### src/hw/rtl/se3x_pkg.sv
// ----------------------------------------------------------------------------
// se3x_pkg
// Shared types, constants and fixed-point helpers of the SE(3) exponential map.
// ----------------------------------------------------------------------------
package se3x_pkg;

  localparam int ISQ_STEPS = 32;
  localparam int ISQ_LAT   = ISQ_STEPS + 1;
  localparam int DIV_STEPS = 31;
  localparam int DIV_LAT   = DIV_STEPS + 1;
  localparam int SC_STEPS  = 6;
  localparam int SIN_TERMS = 5;
  localparam int SC_N      = 3 * SC_STEPS;
  localparam int K_MAX     = 10;

  localparam logic [30:0] ONE_Q30     = 31'd1 << 30;
  localparam logic [35:0] HALF_PI     = 36'd1686629713;
  localparam logic [35:0] HALF_PI_LOW = HALF_PI / 2;
  localparam logic [20:0] LIMIT_RESET = 21'd256;

  localparam logic [7:0] SIN_DIV [SC_STEPS] = '{8'd110, 8'd72, 8'd42, 8'd20, 8'd6, 8'd1};
  localparam logic [7:0] COS_DIV [SC_STEPS] = '{8'd132, 8'd90, 8'd56, 8'd30, 8'd12, 8'd2};

  localparam logic [63:0] RCP_ONE = 64'd4294967296;
  localparam logic [32:0] SIN_RCP [SC_STEPS] = '{
    33'(RCP_ONE / 64'd110), 33'(RCP_ONE / 64'd72), 33'(RCP_ONE / 64'd42),
    33'(RCP_ONE / 64'd20),  33'(RCP_ONE / 64'd6),  33'(RCP_ONE / 64'd1)};
  localparam logic [32:0] COS_RCP [SC_STEPS] = '{
    33'(RCP_ONE / 64'd132), 33'(RCP_ONE / 64'd90), 33'(RCP_ONE / 64'd56),
    33'(RCP_ONE / 64'd30),  33'(RCP_ONE / 64'd12), 33'(RCP_ONE / 64'd2)};

  typedef logic signed [71:0] wide_t;

  typedef struct packed {
    logic [2:0][31:0] t;
    logic [2:0][31:0] w;
    logic [31:0]      th;
    logic [34:0]      th30;
    logic             is_small;
    logic [31:0]      sn;
    logic [31:0]      cs;
    logic [31:0]      omc;
  } item_t;

  typedef struct packed {
    item_t       itm;
    logic [3:0]  k;
    logic        rneg;
    logic [29:0] ra;
    logic [30:0] x2;
    logic [30:0] ts;
    logic [30:0] tc;
    logic [30:0] ps;
    logic [30:0] pc;
    logic [31:0] qs;
    logic [31:0] qc;
  } sc_t;

  // unsigned Q30 product, rounded
  function automatic logic [30:0] mq(logic [30:0] a, logic [30:0] b);
    logic [61:0] pr;
    pr = {31'd0, a} * {31'd0, b} + (62'd1 << 29);
    return pr[60:30];
  endfunction

  function automatic logic [31:0] rcp_q(logic [30:0] p, logic [32:0] m);
    logic [63:0] pr;
    pr = {33'd0, p} * {31'd0, m};
    return pr[63:32];
  endfunction

  // finish the constant division and form one Horner term
  function automatic logic [30:0] series_t(logic [30:0] p, logic [31:0] q0, logic [7:0] d);
    logic [39:0] qd;
    logic [39:0] rem;
    logic [31:0] q;
    qd  = {8'd0, q0} * {32'd0, d};
    rem = {9'd0, p} - qd;
    q   = (rem >= {32'd0, d}) ? q0 + 32'd1 : q0;
    return ONE_Q30 - q[30:0];
  endfunction

  // rescale by 2^30, half away from zero
  function automatic wide_t rsh30(wide_t v);
    logic [71:0] m;
    m = v[71] ? 72'(-v) : 72'(v);
    m = (m + (72'd1 << 29)) >> 30;
    return v[71] ? -wide_t'(m) : wide_t'(m);
  endfunction

  function automatic logic [31:0] sat32(wide_t v);
    if (v > wide_t'(64'sh7FFF_FFFF)) return 32'h7FFF_FFFF;
    if (v < -wide_t'(64'sh8000_0000)) return 32'h8000_0000;
    return v[31:0];
  endfunction

endpackage

### src/hw/rtl/se3x_isqrt.sv
// ----------------------------------------------------------------------------
// se3x_isqrt
// Pipelined 64-bit integer square root, one result bit per stage.
// ----------------------------------------------------------------------------
module se3x_isqrt (
  input  logic        clk,
  input  logic        en,
  input  logic [63:0] s_in,
  output logic [31:0] root
);

  logic [63:0] rem [se3x_pkg::ISQ_STEPS+1];
  logic [63:0] res [se3x_pkg::ISQ_STEPS+1];

  always_ff @(posedge clk) begin
    if (en) begin
      rem[0] <= s_in;
      res[0] <= '0;
    end
  end

  genvar i;
  for (i = 1; i <= se3x_pkg::ISQ_STEPS; i++) begin : g_step
    localparam logic [63:0] BIT = 64'd1 << (62 - 2 * (i - 1));
    always_ff @(posedge clk) begin
      if (en) begin
        if (rem[i-1] >= res[i-1] + BIT) begin
          rem[i] <= rem[i-1] - (res[i-1] + BIT);
          res[i] <= (res[i-1] >> 1) + BIT;
        end else begin
          rem[i] <= rem[i-1];
          res[i] <= res[i-1] >> 1;
        end
      end
    end
  end

  assign root = res[se3x_pkg::ISQ_STEPS][31:0];

endmodule

### config.mk
export PLATFORM = sky130hd
export DESIGN_NAME = se3x_isqrt
export DESIGN_NICKNAME = d
export VERILOG_FILES = /design/src/hw/rtl/se3x_pkg.sv /design/src/hw/rtl/se3x_isqrt.sv
export SDC_FILE = /design/constraint.sdc
export NUM_CORES = 2
export LEC_CHECK = 0
export BUFFER_PORTS_ARGS = -buffer_cell sky130_fd_sc_hd__buf_4
export CAP_MARGIN = 10
export CORE_AREA = 2 2 558 560
export CTS_CLUSTER_DIAMETER = 100
export DETAILED_ROUTE_END_ITERATION = 7
export DIE_AREA = 0 0 560 562
export GPL_TIMING_DRIVEN = 0
export HOLD_SLACK_MARGIN = 0.1
export PLACE_DENSITY = 0.63
export SYNTH_ARGS = -nofsm -noshare
export SYNTH_HDL_FRONTEND = slang
export SYNTH_MEMORY_MAX_BITS = 65536
export SYNTH_SLANG_ARGS = --single-unit
export TNS_END_PERCENT = 100
### constraint.sdc
create_clock -name clk -period 10.3 [get_ports clk]
set_input_delay 0.515 -clock clk [delete_from_list [all_inputs] [get_ports clk]]
set_output_delay 0.515 -clock clk [all_outputs]
set_load 0.01 [all_outputs]
# == Yosys cells after proc, flatten, opt, wreduce, memory -nomap -nowiden ==
# Memory sizes are Yosys's and may differ from the RTL's.
# Cells that the tools add are included.
# classes
addsub,96
order_cmp,32
n_mux,258
bitwise,64
# op_table
cell,count
two-way mux 64 bit,64
>= comparator 64 bit,32
subtractor 64 bit,32
two-way mux 1 bit,194
adder 63 x 1 -> 64 bit (second input constant),1
adder 63 x 11 -> 64 bit (second input constant),1
adder 63 x 13 -> 64 bit (second input constant),1
adder 63 x 15 -> 64 bit (second input constant),1
adder 63 x 17 -> 64 bit (second input constant),1
adder 63 x 19 -> 64 bit (second input constant),1
adder 63 x 21 -> 64 bit (second input constant),1
adder 63 x 23 -> 64 bit (second input constant),1
adder 63 x 25 -> 64 bit (second input constant),1
adder 63 x 27 -> 64 bit (second input constant),1
adder 63 x 29 -> 64 bit (second input constant),1
adder 63 x 3 -> 64 bit (second input constant),1
adder 63 x 31 -> 64 bit (second input constant),1
adder 63 x 33 -> 64 bit (second input constant),1
adder 63 x 35 -> 64 bit (second input constant),1
adder 63 x 37 -> 64 bit (second input constant),1
adder 63 x 39 -> 64 bit (second input constant),1
adder 63 x 41 -> 64 bit (second input constant),1
adder 63 x 43 -> 64 bit (second input constant),1
adder 63 x 45 -> 64 bit (second input constant),1
45 further kinds,108
# totals
ff_bits,0
ramBits,4224
input_bits,66
out_inout_bits,32
elab_cells,452
n_memories,2
# memory_table
name,words,width,read_ports,rd_clocked_by_memory_dff,write_ports,line_no,source
rem,33,64,32,0,33,se3x_isqrt.sv:12,logic [63:0] rem [se3x_pkg::ISQ_STEPS+1];
res,33,64,33,0,33,se3x_isqrt.sv:13,logic [63:0] res [se3x_pkg::ISQ_STEPS+1];

# == Logic depth before layout (Yosys ltp) ==
# logic_depth
ltp_word,6
depth_mapped,15
mapped_depth_nobuf,13

# == Worst setup path before layout ==
# Ideal clock, no wire load.
# synth_timing
path_kind,in2reg
start,input en
end,memory rem[28][0] (enable)
setup_ns,0.483
t_arrival_ns,3.873
t_required_ns,9.817
setup_slack_ns,5.943
stages,4
path_buffers,4
cell_sequence,clkbuf_1 > clkbuf_1 > clkbuf_1 > clkbuf_1
# synth_rtl
element,line_no,source
"start, declared",se3x_isqrt.sv:7,"input logic en,"
"end, declared",se3x_isqrt.sv:12,

==> out/qor.txt <==
status - finished clean
R2R Setup Slk - 4710 ps
die width - 560 microns
cell mode on critical path - inv_1
fill count - 27700
clk slew on worst S/H paths - 60 ps
Starting Density - 39.9%
Syn Nets - 10400
Final Cell Area - 140000 sq um
vias per cell - 5.46
unrepaired setup endpoints after global routing - false
Fin. Hold Viols - 0
ys flop type - edfxtp_1
depth of the CTS H-tree - 5
GRT Total Usage - 20.1%
Worst Path Buf+Inv - 2
fin crit share - 54.3%
fmax - 0.179 GHz
grt total ovfl - 0
syn_area_per_cell - 12.6 sq um
max_slew headroom - 9.84%
post-synthesis adder-cell area fraction - 5.68%
crit-path cells - inv_1, ha_1, inv_1, or3_1, nor3_1, nand3_1, o311ai_0, a211oi_2, a2111oi_0, o21ai_0, nor4_1, xor2_1
WL/cell - 22.1 microns
setup tns final - 0 ps
WL final - 324000 microns
Yosys reg bits - 2576
crit path time final - 5590 ps
Leak - 0.0516 uW
Layout area overhead - 13.6%
CTS Buf Count - 285
Final setup viols - 0
CTS resizes - 0
Final Max Slew Viols - 0
critical path type - reg2reg
Clock Sinks - 2576
root buffer cell - clkbuf_16
multiplexer area fraction after synthesis - 0.752%
Worst Hold Class - in2reg
Final HPWL DP - 251000 microns
required time of the critical path - 10850 ps
area of the mapped netlist - 123000 sq um
worst-margin pin slew - 1340 ps
Gate Count Post-Synth - 9790
vias - 79800
first-pass iteration count of the detailed router - 8
initial antenna violation count - 24
CP max stage cell - nor3_1
hold depth - 2
hold path endpoint - rem[0][63]
largest net degree at the start of global routing - 78
CP Capture Type - flip-flop
I/O pin total - 98
worst reg2reg path endpoint - rem[26][56]
max-cap viol count - 0
Worst Path Max Fanout - 7
combinational family with the most area after synthesis - simple AND/OR/NAND/NOR gates
Reg-to-Reg Start - res[25][38]
VDD IR max - 0.168 mV
PD cells - 221 nW/um^2
drt drc - 0
layout cells sized above 1 - 7.01%
Final GP Congestion - 0.935
Critical Path Max Stage Delay - 1100 ps
post-placement cell area - 130000 sq um
Hold Crit Start - s_in[63]
drt first-iter violations - 7305
port bufs - 97
post-route ant nets - 0
critical path launch point type - flip-flop
area of the core - 308000 sq um
ys async rst share - 0%
Seq/Total Area, Yosys - 62.9%
number of global-route vias before repair - 77900
layout net count - 10900
clk_skew - 133 ps
Arrival @ worst endpoint - 6130 ps
Max Buffers Root-to-Sink - 4
first-pass GRT wire length - 485000 microns
post-synthesis xor/xnor area fraction - 6.37%
number of synthesized flops with an enable pin - 2576
synth warn - 0
critical path depth - 12
die area - 315000 sq um
worst skew pair latency - 940 ps
Simple-Gate Fraction of Synth Area - 12.3%
family with the most delay on the worst path - simple AND/OR/NAND/NOR gates
Die Ht - 562 microns
Reg2Reg Depth - 12
synth unique cells - 83
CTS tree - built
post-synthesis compound-gate area fraction - 9.16%
# rows - 204
-- Yosys cell counts (all sizes together), types with 107 or more instances --
cell type     n  area [sq um]
ha          558          6980
o21ai       494          2470
nor4        360          2250
xor2        411          3600
nand2b      127           795
o21a        107           803
nand2       685          2570
edfxtp     2576         77400
a21oi       553          2770
inv         680          2550
nand3       186           936
nor2        611          2290
xnor2       483          4230
clkbuf      206           773
nor3        291          1460
nand4       159           995
a21o        245          1840
-- routing by layer --
| metal | track usage, % | up-vias | share of wire [%] |
|---|---|---|---|
| li1 | - | 37600 | - |
| met5 | 0 | - | 0.0040 |
| met2 | 32.9 | 2366 | 47 |
| met4 | 6.04 | 2 | 3.2 |
| met3 | 2.92 | 514 | 5.8 |
| met1 | 27.6 | 39300 | 45 |
-- report_power, final --
group | switching [uW] | internal [uW] | leakage (uW)
Sequential | 1040 | 13300 | 0.0248
Combinational | 3930 | 2490 | 0.0223
Clock | 4200 | 5960 | 0.00455
-- worst max path at each step --
stage                             end        start  slack, ps
after floorplan            rem[28][0]           en       5940
after global routing      rem[27][51]  res[26][34]       4400
after CTS                 rem[29][58]  res[28][23]       4810
after detailed placement  rem[26][26]           en       4850
final                     rem[26][56]  res[25][38]       4710
after global placement    res[21][29]           en       1350
-- placed cells by master, fill, tap and decap left out, drive strengths merged, types with 38 or more instances in the layout --
master / synthesis / layout
inv: 680 / 690
nor4: 360 / 360
and3: 49 / 49
nand2: 685 / 685
nor2: 611 / 611
mux2: 75 / 75
nor3: 291 / 291
a31oi: 47 / 47
dlygate4sd3: 0 / 64
nand4: 159 / 159
o21a: 107 / 107
xor2: 411 / 411
a21o: 245 / 245
clkinv: 0 / 117
or3: 100 / 100
nand3: 186 / 186
nand2b: 127 / 127
o21ai: 494 / 494
xnor2: 483 / 483
a21oi: 553 / 553
a211oi: 43 / 43
nor4b: 58 / 58
o211ai: 38 / 38
edfxtp: 2576 / 2576
or4: 73 / 73
buf: 18 / 145
clkbuf: 206 / 554
nor2b: 68 / 68
ha: 558 / 558
o21bai: 54 / 54
-- per-stage QoR --
step	utilization [%]	instances	setup slack (ps)	hold WS, ps	power [uW]
2_1_floorplan	-	9790	5940	417	18600
3_3_place_gp	41.8	14000	1350	431	20700
3_5_place_dp	42.0	14000	4850	427	20800
4_1_cts	45.3	14600	4810	205	31000
5_1_grt	45.3	14600	4400	244	32300
6_report	45.3	14600	4710	274	30900
-- cell families (layout without fill, tap and decap cells) --
logic type / count (synthesis) / in the layout
AO/OA/AOI/OAI: 1820 / 1820
AND/OR/NAND/NOR: 2955 / 2955
adder cells (fa/ha/maj): 558 / 558
XOR/XNOR: 894 / 894
flip-flops: 2576 / 2576
multiplexers: 83 / 83
other: 0 / 3
buffers and inverters: 904 / 1611
-- state kept, by name, indices dropped and copies added (netlist names) --
signal  flops
rem      2048
res       528
-- area by class of cell --
type,instances,area [sq um],area share (%)
Multi-Input combinational cell,6310,42200,30.2
Clock inverter,167,1890,1.35
Timing Repair Buffer,195,2050,1.47
Tap cell,4120,5150,3.69
Inverter,680,2550,1.83
Sequential cell,2576,77400,55.4
Antenna cell,3,7.51,0.00538
Clock buffer,345,7460,5.34
Buffer,224,967,0.693
-- timing repair --
action	CTS	global route
buffers inserted	0	0
hold buffers	64	0
hold endpoints to repair	64	0
Power figures use the tool's default switching activity.
